[src/rtl/trf_pkg.sv]
// Shared types and constants for the ring frame receive filter.
// Used by every module of the block; depends on nothing.
package trf_pkg;

   // Route codes carried on the result channel
   localparam logic [2:0] ROUTE_TOKEN     = 3'd0;
   localparam logic [2:0] ROUTE_OWN_BACK  = 3'd1;
   localparam logic [2:0] ROUTE_DELIVER   = 3'd2;
   localparam logic [2:0] ROUTE_BAD_SUM   = 3'd3;
   localparam logic [2:0] ROUTE_PASS_ON   = 3'd4;
   localparam logic [2:0] ROUTE_MALFORMED = 3'd5;

   // Configuration register indexes
   localparam logic [1:0] CSR_STATION_ADDRESS = 2'd0;
   localparam logic [1:0] CSR_TOKEN_MARKER    = 2'd1;

   // Reset values of the configuration registers
   localparam logic [4:0] STATION_ADDRESS_RESET = 5'd1;
   localparam logic [7:0] TOKEN_MARKER_RESET    = 8'hFF;

   // Frame layout: control/source, destination and length precede the data
   localparam int unsigned POS_W      = 9;
   localparam int unsigned SUM_W      = 6;
   localparam logic [POS_W-1:0] HEADER_LEN = 9'd3;
   localparam logic [SUM_W-1:0] SUM_MASK   = 6'h3F;

   // What the frame tracker shows about the byte now being processed
   typedef struct packed {
      logic [7:0]       first_byte;
      logic [7:0]       second_byte;
      logic [SUM_W-1:0] running_sum;
      logic [7:0]       status_byte;
      logic             is_status;
   } frame_view_type;

endpackage

[src/rtl/trf_frame_tracker.sv]
// Per-frame state of the receive filter: byte position, header capture and checksum.
// Depends on trf_pkg.
module trf_frame_tracker
   import trf_pkg::*;
(
   input  logic           clock,
   input  logic           reset,
   input  logic           advance,
   input  logic [7:0]     frame_byte,
   input  logic           end_of_frame,
   output frame_view_type view
);

   logic [POS_W-1:0] pos_ff, pos_in;
   logic [SUM_W-1:0] sum_ff, sum_in;
   logic [7:0]       first_ff, first_in;
   logic [7:0]       second_ff, second_in;
   logic [7:0]       length_ff, length_in;

   logic [7:0]       first_now;
   logic [7:0]       second_now;
   logic [7:0]       length_now;
   logic [POS_W-1:0] status_pos;
   logic             in_sum_window;
   logic             status_hit;

   // Header fields as they stand once this byte is taken into account
   always_comb begin
      first_now  = (pos_ff == POS_W'(0)) ? frame_byte : first_ff;
      second_now = (pos_ff == POS_W'(1)) ? frame_byte : second_ff;
      length_now = (pos_ff == POS_W'(2)) ? frame_byte : length_ff;
   end

   // Header and data bytes are summed; the byte just after the data is the status
   assign status_pos    = HEADER_LEN + POS_W'(length_now);
   assign in_sum_window = (pos_ff < HEADER_LEN) || (pos_ff < status_pos);
   assign status_hit    = !in_sum_window && (pos_ff == status_pos);

   assign view.first_byte  = first_now;
   assign view.second_byte = second_now;
   assign view.running_sum = sum_ff;
   assign view.status_byte = frame_byte;
   assign view.is_status   = status_hit;

   // Next state: clear at the end of a frame, otherwise step through it
   always_comb begin
      pos_in    = pos_ff;
      sum_in    = sum_ff;
      first_in  = first_ff;
      second_in = second_ff;
      length_in = length_ff;
      if (advance) begin
         if (end_of_frame) begin
            pos_in    = '0;
            sum_in    = '0;
            first_in  = '0;
            second_in = '0;
            length_in = '0;
         end else begin
            first_in  = first_now;
            second_in = second_now;
            length_in = length_now;
            if (pos_ff != {POS_W{1'b1}}) begin
               pos_in = pos_ff + POS_W'(1);
            end
            if (in_sum_window) begin
               sum_in = (sum_ff + frame_byte[SUM_W-1:0]) & SUM_MASK;
            end
         end
      end
   end

   always_ff @(posedge clock) begin
      if (reset) begin
         pos_ff    <= '0;
         sum_ff    <= '0;
         first_ff  <= '0;
         second_ff <= '0;
         length_ff <= '0;
      end else begin
         pos_ff    <= pos_in;
         sum_ff    <= sum_in;
         first_ff  <= first_in;
         second_ff <= second_in;
         length_ff <= length_in;
      end
   end

endmodule

[src/rtl/trf_route_decide.sv]
// Routing decision and status byte rewrite for a completed frame.
// Depends on trf_pkg.
module trf_route_decide
   import trf_pkg::*;
(
   input  frame_view_type view,
   input  logic [4:0]     station_address,
   input  logic [7:0]     token_marker,
   output logic [2:0]     route,
   output logic [7:0]     status_out,
   output logic [4:0]     source_station,
   output logic [4:0]     dest_station
);

   logic sum_good;

   assign source_station = view.first_byte[7:3];
   assign dest_station   = view.second_byte[7:3];
   assign sum_good       = (view.running_sum == view.status_byte[7:2]);

   // Token first, then malformed, then own source, then own destination
   always_comb begin
      route      = ROUTE_PASS_ON;
      status_out = view.status_byte;
      if (view.first_byte == token_marker) begin
         route      = ROUTE_TOKEN;
         status_out = '0;
      end else if (!view.is_status) begin
         route      = ROUTE_MALFORMED;
         status_out = '0;
      end else if (source_station == station_address) begin
         route = ROUTE_OWN_BACK;
      end else if (dest_station == station_address) begin
         if (sum_good) begin
            route      = ROUTE_DELIVER;
            status_out = view.status_byte | 8'h03;
         end else begin
            route      = ROUTE_BAD_SUM;
            status_out = (view.status_byte & 8'hFC) | 8'h02;
         end
      end
   end

endmodule

[src/rtl/token_ring_frame_receive_filter.sv]
// Ring frame receive filter, top level: input register, frame tracker, result register.
// A closing byte waits while a stalled result is held, then its decision is registered.
// Throughput: one byte per cycle but for such waits; one tracker pass between the registers.
// The result register lets the next byte enter while a decision waits to be taken.
// Reset is synchronous: valid flags and frame state clear, station address 1, token 0xFF.
// Depends on trf_pkg, trf_frame_tracker and trf_route_decide.
module token_ring_frame_receive_filter
   import trf_pkg::*;
(
   input  logic       clock,
   input  logic       reset,
   // Received bytes
   input  logic       req_valid,
   output logic       req_stall,
   input  logic [7:0] req_frame_byte,
   input  logic       req_end_of_frame,
   // Routing decisions
   output logic       rsp_valid,
   input  logic       rsp_stall,
   output logic [2:0] rsp_route,
   output logic [7:0] rsp_status_out,
   output logic [4:0] rsp_source_station,
   output logic [4:0] rsp_dest_station,
   // Configuration writes
   input  logic       csr_write_enable,
   input  logic [1:0] csr_index,
   input  logic [7:0] csr_wdata
);

   logic [4:0] station_ff, station_in;
   logic [7:0] token_ff, token_in;

   logic       in_valid_ff, in_valid_in;
   logic [7:0] in_byte_ff;
   logic       in_eof_ff;

   logic       out_valid_ff, out_valid_in;
   logic [2:0] out_route_ff;
   logic [7:0] out_status_ff;
   logic [4:0] out_source_ff;
   logic [4:0] out_dest_ff;

   logic           advance;
   logic           load_result;
   logic           req_accept;
   frame_view_type view;
   logic [2:0]     route;
   logic [7:0]     status_out;
   logic [4:0]     source_station;
   logic [4:0]     dest_station;

   // Configuration register writes
   always_comb begin
      station_in = station_ff;
      token_in   = token_ff;
      if (csr_write_enable) begin
         unique case (csr_index)
            CSR_STATION_ADDRESS: station_in = csr_wdata[4:0];
            CSR_TOKEN_MARKER:    token_in   = csr_wdata;
            default: ;
         endcase
      end
   end

   always_ff @(posedge clock) begin
      if (reset) begin
         station_ff <= STATION_ADDRESS_RESET;
         token_ff   <= TOKEN_MARKER_RESET;
      end else begin
         station_ff <= station_in;
         token_ff   <= token_in;
      end
   end

   // A held byte moves on unless it closes a frame whose result cannot be stored
   assign load_result = in_valid_ff && in_eof_ff && (!out_valid_ff || !rsp_stall);
   assign advance     = in_valid_ff && (!in_eof_ff || !out_valid_ff || !rsp_stall);
   assign req_stall   = in_valid_ff && !advance;
   assign req_accept  = req_valid && !req_stall;

   // Input register
   assign in_valid_in = req_accept || (in_valid_ff && !advance);

   always_ff @(posedge clock) begin
      if (reset) begin
         in_valid_ff <= 1'b0;
      end else begin
         in_valid_ff <= in_valid_in;
      end
   end

   always_ff @(posedge clock) begin
      if (req_accept) begin
         in_byte_ff <= req_frame_byte;
         in_eof_ff  <= req_end_of_frame;
      end
   end

   trf_frame_tracker u_tracker (
      .clock        (clock),
      .reset        (reset),
      .advance      (advance),
      .frame_byte   (in_byte_ff),
      .end_of_frame (in_eof_ff),
      .view         (view)
   );

   trf_route_decide u_decide (
      .view            (view),
      .station_address (station_ff),
      .token_marker    (token_ff),
      .route           (route),
      .status_out      (status_out),
      .source_station  (source_station),
      .dest_station    (dest_station)
   );

   // Result register
   assign out_valid_in = load_result || (out_valid_ff && rsp_stall);

   always_ff @(posedge clock) begin
      if (reset) begin
         out_valid_ff <= 1'b0;
      end else begin
         out_valid_ff <= out_valid_in;
      end
   end

   always_ff @(posedge clock) begin
      if (load_result) begin
         out_route_ff  <= route;
         out_status_ff <= status_out;
         out_source_ff <= source_station;
         out_dest_ff   <= dest_station;
      end
   end

   assign rsp_valid          = out_valid_ff;
   assign rsp_route          = out_route_ff;
   assign rsp_status_out     = out_status_ff;
   assign rsp_source_station = out_source_ff;
   assign rsp_dest_station   = out_dest_ff;

   // A new result only ever follows an end-of-frame byte in the input register
   assert property (@(posedge clock) disable iff (reset)
      $rose(out_valid_ff) |-> $past(in_valid_ff && in_eof_ff))
      else $error("result appeared without an end-of-frame transaction");

   // Tokens and malformed frames carry a zero status byte
   assert property (@(posedge clock) disable iff (reset)
      out_valid_ff && (out_route_ff == ROUTE_TOKEN || out_route_ff == ROUTE_MALFORMED)
      |-> out_status_ff == 8'h00)
      else $error("status byte not cleared for token or malformed frame");

   // Frames for this station carry the read mark, and the ack mark only with a good sum
   assert property (@(posedge clock) disable iff (reset)
      out_valid_ff && (out_route_ff == ROUTE_DELIVER || out_route_ff == ROUTE_BAD_SUM)
      |-> out_status_ff[1] && (out_status_ff[0] == (out_route_ff == ROUTE_DELIVER)))
      else $error("read or ack mark wrong for a frame addressed to this station");

   // A byte held in the input register is taken in the cycle its result slot is free
   assert property (@(posedge clock) disable iff (reset)
      in_valid_ff && !out_valid_ff |-> advance)
      else $error("input register stalled with an empty result register");

endmodule
[config.mk]
export PLATFORM = sky130hd
export DESIGN_NAME = token_ring_frame_receive_filter
export DESIGN_NICKNAME = d
export VERILOG_FILES = /design/src/rtl/trf_pkg.sv /design/src/rtl/trf_frame_tracker.sv /design/src/rtl/trf_route_decide.sv /design/src/rtl/token_ring_frame_receive_filter.sv
export SDC_FILE = /design/constraint.sdc
export NUM_CORES = 1
export LEC_CHECK = 0
export ABC_AREA = 0
export BUFFER_PORTS_ARGS = -buffer_cell sky130_fd_sc_hd__buf_2
export CAP_MARGIN = 5
export CORE_ASPECT_RATIO = 1.25
export CORE_MARGIN = 8
export CORE_UTILIZATION = 50
export CTS_BUF_LIST = sky130_fd_sc_hd__clkbuf_4 sky130_fd_sc_hd__clkbuf_8
export CTS_CLUSTER_DIAMETER = 50
export CTS_CLUSTER_SIZE = 40
export DETAILED_ROUTE_END_ITERATION = 10
export GPL_TIMING_DRIVEN = 0
export PLACE_DENSITY = 0.79
export RECOVER_POWER = 100
export REMOVE_ABC_BUFFERS = 1
export SYNTH_ARGS = -nofsm -noshare
export SYNTH_HDL_FRONTEND = slang
export SYNTH_SLANG_ARGS = --single-unit
export TNS_END_PERCENT = 30
[constraint.sdc]
create_clock -name clock -period 4.5 [get_ports clock]
set_input_delay 0.675 -clock clock [delete_from_list [all_inputs] [get_ports clock]]
set_output_delay 0.675 -clock clock [all_outputs]
set_load 0.02 [all_outputs]
==> impl_metrics.tcl, run 1 <==
set metrics [dict create \
    vias 3599 \
    max_slew.worst_pin.slew_ns 1.930 \
    finalHoldViolations 0 \
    ys_warn_count 0 \
    r2r_cells 16 \
    critPathKind "reg -> reg" \
    initial_utilization_pct 50.85 \
    viasPerCell 6.049 \
    worstHoldEndpoint "in_byte_ff[5]$_DFFE_PP_" \
    grt_pass1_vias 3577 \
    nFillCells 788 \
    ys_ff_latch 81 \
    antenna_found_initial 0 \
    outcome "finished with violations" \
    finalWirelength_mm 10.44 \
    holdCritPathClass "in -> reg" \
    dp.cells 578 \
    synth_area_mm2 0.004352 \
    clk-insertion-delay-late_ns 0.37 \
    worst_slack_ns 0.4427 \
    rr_endpoint "rsp_status_out[0]$_SDFFCE_PP0P_" \
    synth_edf_count 30 \
    die_h_um 120.3 \
    drive_gt1_share_pct 10.71 \
    power_switching_share_pct 24.10 \
    cts_hold_buf 0 \
    place_ws_ns -0.4215 \
    diodes 0 \
    skew_ns 0.008063 \
    ys_types 61 \
    clk_pin_slew_worst_paths_ns 0.08 \
    design_area_mm2 0.004825 \
    p_int_mw 1.185 \
    cap_violations 2 \
    path_max_fanout 16 \
    ir_drop_mv 0.1636 \
    maxSlewViolCount 70 \
    rsz0062_at_grt "no" \
    endpoint_kind "flip-flop" \
    grt_max_degree 47 \
    dpl_cell_area_mm2 0.004622 \
    period_minus_slack_ns 4.057 \
    whs_ns 0.4742 \
    post-route-period-util_pct 90.16 \
    cts_sinks 81 \
    grt.total_usage_pct 17.63 \
    die_area_mm2 0.01196 \
    wl_per_cell_um 17.54 \
    arrival_ns 4.28 \
    syn_inst 452 \
    hold_path_depth 1 \
    avgSynthCellArea_um2 9.628 \
    worstSetupStartpointType "flip-flop" \
    nets 534 \
    power_frac_seq_pct 51.9 \
    p_leak_nw 1.868 \
    async_reset_ff_share_pct 0 \
    htreeDepth 3 \
    rrSetupSlack_ns 0.44 \
    grt_pass1_wl_mm 16.92 \
    violations "max-capacitance violations, max-slew violations" \
    ctsLongestPathBuffers 2 \
    gp_congestion 0.9184 \
    synth_ff_type "dfxtp_1" \
    io_pins 47 \
    min_from "req_frame_byte[5]" \
    p_switching_mw 0.3762 \
    r2r_start "u_tracker.pos_ff[0]$_SDFFE_PP0P_" \
    port_buffers 46 \
    total_power_mw 1.561 \
    relSlewSlack_pct -28.64 \
    die_width_um 99.44 \
    seq_area_frac_synth_pct 44.16 \
    drc_errors 0 \
    fmax_mhz 246.5 \
    cp_data_required_time_ns 4.72 \
    stdcell_count 595 \
    overflow 0 \
    cts_tree "done" \
    root_buffer "clkbuf_8" \
    powerDensity_mw_per_mm2 323.6 \
    drtIter0Drc 294 \
    firstDrtPassIters 5 \
    pwr-share-comb_pct 8.7 \
    setup_viol_count_final 0 \
    area_growth_pct 10.87 \
    dp_hpwl_mm 7.502 \
    core_area_mm2 0.008558 \
    detail-route-antenna-nets 0 \
    clock_power_share_pct 39.4 \
    rows 38 \
    cts_buffers 9 \
]
[flip-flops by register name, summed over array words and instances, names as in the netlist]
register,cells
in_byte_ff,8
u_tracker.length_ff,8
rsp_dest_station,5
station_ff,5
token_ff,8
in_eof_ff,1
u_tracker.sum_ff,6
rsp_valid,1
u_tracker.second_ff,5
u_tracker.pos_ff,9
rsp_source_station,5
rsp_route,3
rsp_status_out,8
in_valid_ff,1
u_tracker.first_ff,8
[Yosys cell counts, types with 2 or more instances]
| cell | instances | area [um2] |
|---|---|---|
| nor2_1 | 54 | 202.7 |
| dfxtp_1 | 51 | 1021 |
| nand2_1 | 32 | 120.1 |
| edfxtp_1 | 30 | 900.9 |
| a21oi_1 | 25 | 125.1 |
| a22oi_1 | 25 | 187.7 |
| xnor2_1 | 21 | 183.9 |
| ha_1 | 19 | 237.7 |
| clkbuf_1 | 16 | 60.06 |
| inv_1 | 15 | 56.30 |
| xor2_1 | 14 | 122.6 |
| nor3_1 | 11 | 55.05 |
| nand3_1 | 9 | 45.04 |
| nand3b_1 | 9 | 67.56 |
| o21ai_0 | 9 | 45.04 |
| and3_1 | 8 | 50.05 |
| nand4_1 | 8 | 50.05 |
| mux2i_1 | 7 | 70.07 |
| nor2b_1 | 7 | 43.79 |
| a21o_1 | 5 | 37.54 |
| a31oi_1 | 5 | 31.28 |
| and2_1 | 5 | 31.28 |
| nor4_1 | 5 | 31.28 |
| o22ai_1 | 5 | 31.28 |
| or3_1 | 4 | 25.02 |
| a21boi_1 | 3 | 22.52 |
| buf_4 | 3 | 22.52 |
| mux2_2 | 3 | 33.78 |
| mux2_4 | 3 | 45.04 |
| nor3b_1 | 3 | 22.52 |
| o21ai_1 | 3 | 15.01 |
| a211o_1 | 2 | 17.52 |
| and3b_1 | 2 | 17.52 |
| and4_1 | 2 | 17.52 |
| nor3_2 | 2 | 20.02 |
| nor4b_2 | 2 | 30.03 |
[layout make-up]
class                      instances  area (um2)  share of cell area [%]
clock buffer                      12       158.9                   3.294
clock inverter                     4       73.82                   1.530
inverter                          15       56.30                   1.167
multi-input combinational        336        2285                   47.35
sequential                        81        1922                   39.83
tap                              100       125.1                   2.593
timing repair buffer              47       203.9                   4.227
[worst max path at each step]
stage / start / end / depth (start not counted)
floorplan: u_tracker.pos_ff[4]$_SDFFE_PP0P_ / u_tracker.sum_ff[5]$_SDFFE_PP0P_ / 15
global placement: u_tracker.pos_ff[4]$_SDFFE_PP0P_ / rsp_status_out[0]$_SDFFCE_PP0P_ / 15
detailed placement: u_tracker.pos_ff[4]$_SDFFE_PP0P_ / rsp_status_out[0]$_SDFFCE_PP0P_ / 15
CTS: u_tracker.pos_ff[3]$_SDFFE_PP0P_ / rsp_status_out[0]$_SDFFCE_PP0P_ / 15
global route: u_tracker.pos_ff[0]$_SDFFE_PP0P_ / u_tracker.sum_ff[5]$_SDFFE_PP0P_ / 16
finish: u_tracker.pos_ff[0]$_SDFFE_PP0P_ / rsp_status_out[0]$_SDFFCE_PP0P_ / 16
[per-stage QoR]
stage,util [%],TNS [ns]
after global placement,53.98,-1.963
after global routing,56.37,0
final,56.37,0
after CTS,56.92,0
after detailed placement,54.01,-4.136
after floorplan,-,0
[cells by family (layout without fill, tap and decap cells)]
| family | Yosys count | count (layout) | share of synthesized area [%] |
|---|---|---|---|
| buffers and inverters | 35 | 78 | 3.306 |
| and+or+nand+nor | 173 | 173 | 21.22 |
| adders and majority gates | 20 | 20 | 5.923 |
| DFF | 81 | 81 | 44.16 |
| xor gates and xnor gates | 35 | 35 | 7.044 |
| muxes | 14 | 14 | 3.738 |
| AOI/OAI and AO/OA | 94 | 94 | 14.61 |
[per-layer routing]
metal  GRT usage [%]  vias to the layer above  routed length, um
li1                -                     1713                  -
met4           12.14                        0                371
met2           29.87                      116               5315
met3           3.508                       27                573
met5               0                        -                  0
met1           19.52                     1743               4178
[critical path, cell delays in order (launching register included)]
cell,delay (ns)
dfxtp_1,0.47
inv_1,0.12
ha_1,0.26
nand3_4,0.17
mux2i_4,0.31
o21a_2,0.23
and3_1,0.21
xor2_1,0.15
mux2i_1,0.09
ha_1,0.30
nand3_1,0.11
nor2_1,0.21
o21ai_0,0.19
a32oi_4,0.40
nand3_1,0.26
nor2_2,0.23
a21boi_1,0.20
[power groups by stage]
stage               logic, mW  clock network (mW)  registers [mW]
finish                  0.135               0.616           0.810
global route            0.149               0.656           0.813
CTS                     0.139               0.624           0.809
detailed placement      0.138                   0           0.826
global placement        0.131                   0           0.825
floorplan              0.0888                   0           0.821
[cells in the final DEF (no fill, tap or decap), types with 2 or more instances in the layout]
cell type and count:
a22oi_1 25, and2_0 3, mux2i_1 7, xnor2_1 21, nand3_1 9, nor3b_1 3, edfxtp_1 30, a21oi_1 25
bufinv_16 2, a31oi_1 5, nand3b_1 9, and3_1 8, and3b_1 2, a21o_1 5, ha_1 19, a21boi_1 3
dfxtp_1 51, o21ai_0 11, or3_1 4, nor3_1 11, nand4_1 8, a211o_1 2, o22ai_1 5, buf_2 22
nor2b_1 7, xor2_1 14, clkbuf_1 25, nand2_1 32, nor4b_1 2, nor4_1 5, nor2_1 54, clkbuf_8 11
and4_1 2, mux2_1 5, inv_1 15, and2_1 2
[timing repair]
item	in CTS	in global routing
setup endpoints to repair	17	7
setup buffers	1	0
gates resized for setup	1	4
pin swaps	1	0
Power figures use the tool's default switching activity.
==> run 2, diff against run 1 <==
==> constraint.sdc (replaced) <==
create_clock -name clock -period 4.6 [get_ports clock]
set_input_delay 0.69 -clock clock [delete_from_list [all_inputs] [get_ports clock]]
set_output_delay 0.69 -clock clock [all_outputs]
set_load 0.02 [all_outputs]
==> impl_metrics.tcl, run 2 (synthesis results as in run 1) <==
set metrics [dict create \
    cts_hold_buf 0 \
    p_switching_mw 0.3668 \
    layout_commonest_cell "nor2_1" \
    power_frac_seq_pct 51.9 \
    cp_data_required_time_ns 4.89 \
    cts_sinks 81 \
    finalHoldViolations 0 \
    largest_reg_flops 9 \
    clk_pin_slew_worst_paths_ns 0.08 \
    dp_hpwl_mm 7.502 \
    fmax_mhz 239.3 \
    vias 3592 \
    total_power_mw 1.526 \
    r2r_start "u_tracker.pos_ff[2]$_SDFFE_PP0P_" \
    p_int_mw 1.159 \
    setup_viol_count_final 0 \
    initial_utilization_pct 50.85 \
    hold_path_depth 1 \
    wl_per_cell_um 17.57 \
    violations "max-capacitance violations, max-slew violations" \
    viasPerCell 6.037 \
    io_pins 47 \
    relSlewSlack_pct -19.96 \
    port_buffers 46 \
    ir_drop_mv 0.1578 \
    min_from "req_frame_byte[1]" \
    final_cell_mix "nor2_1 (54), dfxtp_1 (51), nand2_1 (32)" \
    diodes 0 \
    rrSetupSlack_ns 0.42 \
    grt_pass1_wl_mm 16.85 \
    cts_buffers 9 \
    nets 534 \
    rr_endpoint "u_tracker.sum_ff[5]$_SDFFE_PP0P_" \
    overflow 0 \
    detail-route-antenna-nets 0 \
    cap_violations 1 \
    rows 38 \
    core_area_mm2 0.008558 \
    seqCellArea_mm2 0.001922 \
    multi_input_area_mm2 0.002271 \
    die_area_mm2 0.01196 \
    arrival_ns 4.47 \
    pwr-share-comb_pct 8.7 \
    worstSetupStartpointType "flip-flop" \
    maxSlewViolCount 23 \
    max_slew.worst_pin.slew_ns 1.793 \
    gp_congestion 0.9184 \
    drc_errors 0 \
    finalWirelength_mm 10.46 \
    skew_ns 0.009675 \
    top_register "u_tracker.pos_ff" \
    clk-insertion-delay-late_ns 0.37 \
    grt_max_degree 47 \
    cts_tree "done" \
    area_growth_pct 10.58 \
    period_minus_slack_ns 4.179 \
    ctsLongestPathBuffers 2 \
    fin_util_pct 56.23 \
    rsz0062_at_grt "no" \
    firstDrtPassIters 5 \
    p_leak_nw 1.861 \
    drive_gt1_share_pct 10.51 \
    grt.total_usage_pct 17.56 \
    root_buffer "clkbuf_8" \
    power_switching_share_pct 24.05 \
    outcome "finished with violations" \
    worstHoldEndpoint "in_byte_ff[1]$_DFFE_PP_" \
    die_h_um 120.3 \
    path_max_fanout 16 \
    worst_slack_ns 0.4208 \
    post-route-period-util_pct 90.85 \
    clock_power_share_pct 39.4 \
    die_width_um 99.44 \
    place_ws_ns -0.3215 \
    critPathKind "reg -> reg" \
    powerDensity_mw_per_mm2 317.0 \
    holdCritPathClass "in -> reg" \
    antenna_found_initial 0 \
    nFillCells 788 \
    r2r_cells 15 \
    grt_pass1_vias 3567 \
    htreeDepth 3 \
    drtIter0Drc 272 \
    endpoint_kind "flip-flop" \
    whs_ns 0.4894 \
]
[run 2: cell count changes in the layout (fill, tap and decap cells not counted), sizes merged]
cell | previous run | this run
clkbuf | 37 | 38
buf | 22 | 21
[run 2: repair_timing]
| item | 4_1_cts | 5_1_grt |
|---|---|---|
| buffers inserted | 0 | 1 |
| resized for setup | 1 | 2 |
| pin swaps | 0 | 1 |
| endpoints found under the setup margin | 17 | 17 |
[run 2: power by group through the flow]
| stage | Combinational (mW) | Sequential, mW | Clock (mW) |
|---|---|---|---|
| after floorplan | 0.0869 | 0.803 | 0 |
| final | 0.132 | 0.793 | 0.601 |
| after global routing | 0.145 | 0.795 | 0.641 |
| after CTS | 0.136 | 0.791 | 0.610 |
| after detailed placement | 0.135 | 0.808 | 0 |
| after global placement | 0.128 | 0.807 | 0 |
[run 2: final cells by class]
class | count | area share (%)
Clock buffer | 12 | 3.302
Clock inverter | 4 | 1.534
Inverter | 15 | 1.170
Multi-Input combinational cell | 336 | 47.19
Sequential cell | 81 | 39.94
Tap cell | 100 | 2.600
Timing Repair Buffer | 47 | 4.264
[run 2: metrics by stage]
stage / instance area (um2) / std cells / setup TNS, ns
after floorplan: 4264 / 432 / 0
after global placement: 4619 / 578 / -1.044
after detailed placement: 4622 / 578 / -2.436
after CTS: 4863 / 594 / 0
after global routing: 4812 / 595 / 0
final: 4812 / 595 / 0
[run 2: worst max-delay path by stage]
stage                                                  end                             start
final                     u_tracker.sum_ff[5]$_SDFFE_PP0P_  u_tracker.pos_ff[2]$_SDFFE_PP0P_
after global routing      u_tracker.sum_ff[5]$_SDFFE_PP0P_  u_tracker.pos_ff[3]$_SDFFE_PP0P_
after CTS                  rsp_status_out[0]$_SDFFCE_PP0P_  u_tracker.pos_ff[4]$_SDFFE_PP0P_
after detailed placement   rsp_status_out[0]$_SDFFCE_PP0P_  u_tracker.pos_ff[4]$_SDFFE_PP0P_
after global placement     rsp_status_out[0]$_SDFFCE_PP0P_  u_tracker.pos_ff[4]$_SDFFE_PP0P_
after floorplan           u_tracker.sum_ff[5]$_SDFFE_PP0P_  u_tracker.pos_ff[4]$_SDFFE_PP0P_
[run 2: per-layer routing]
metal / share of wire [%] / track usage, % / up-vias
met5: 0 / 0 / -
met4: 3.7 / 12.14 / 0
met3: 5.5 / 3.508 / 29
met2: 51 / 29.70 / 131
met1: 40 / 19.45 / 1722
li1: - / - / 1710
[run 2: critical path, stage by stage, from the launching register on]
cell and delay (ns):
dfxtp_1 0.42, nor3_2 0.37, nand3_2 0.33, and3_1 0.30
o21a_2 0.23, and3_1 0.21, nor3_1 0.19, a31oi_1 0.08
ha_1 0.31, a21oi_1 0.13, o22ai_1 0.09, o21ai_1 0.21
a32oi_4 0.21, a21o_1 0.30, or4_1 0.51, a31oi_1 0.19
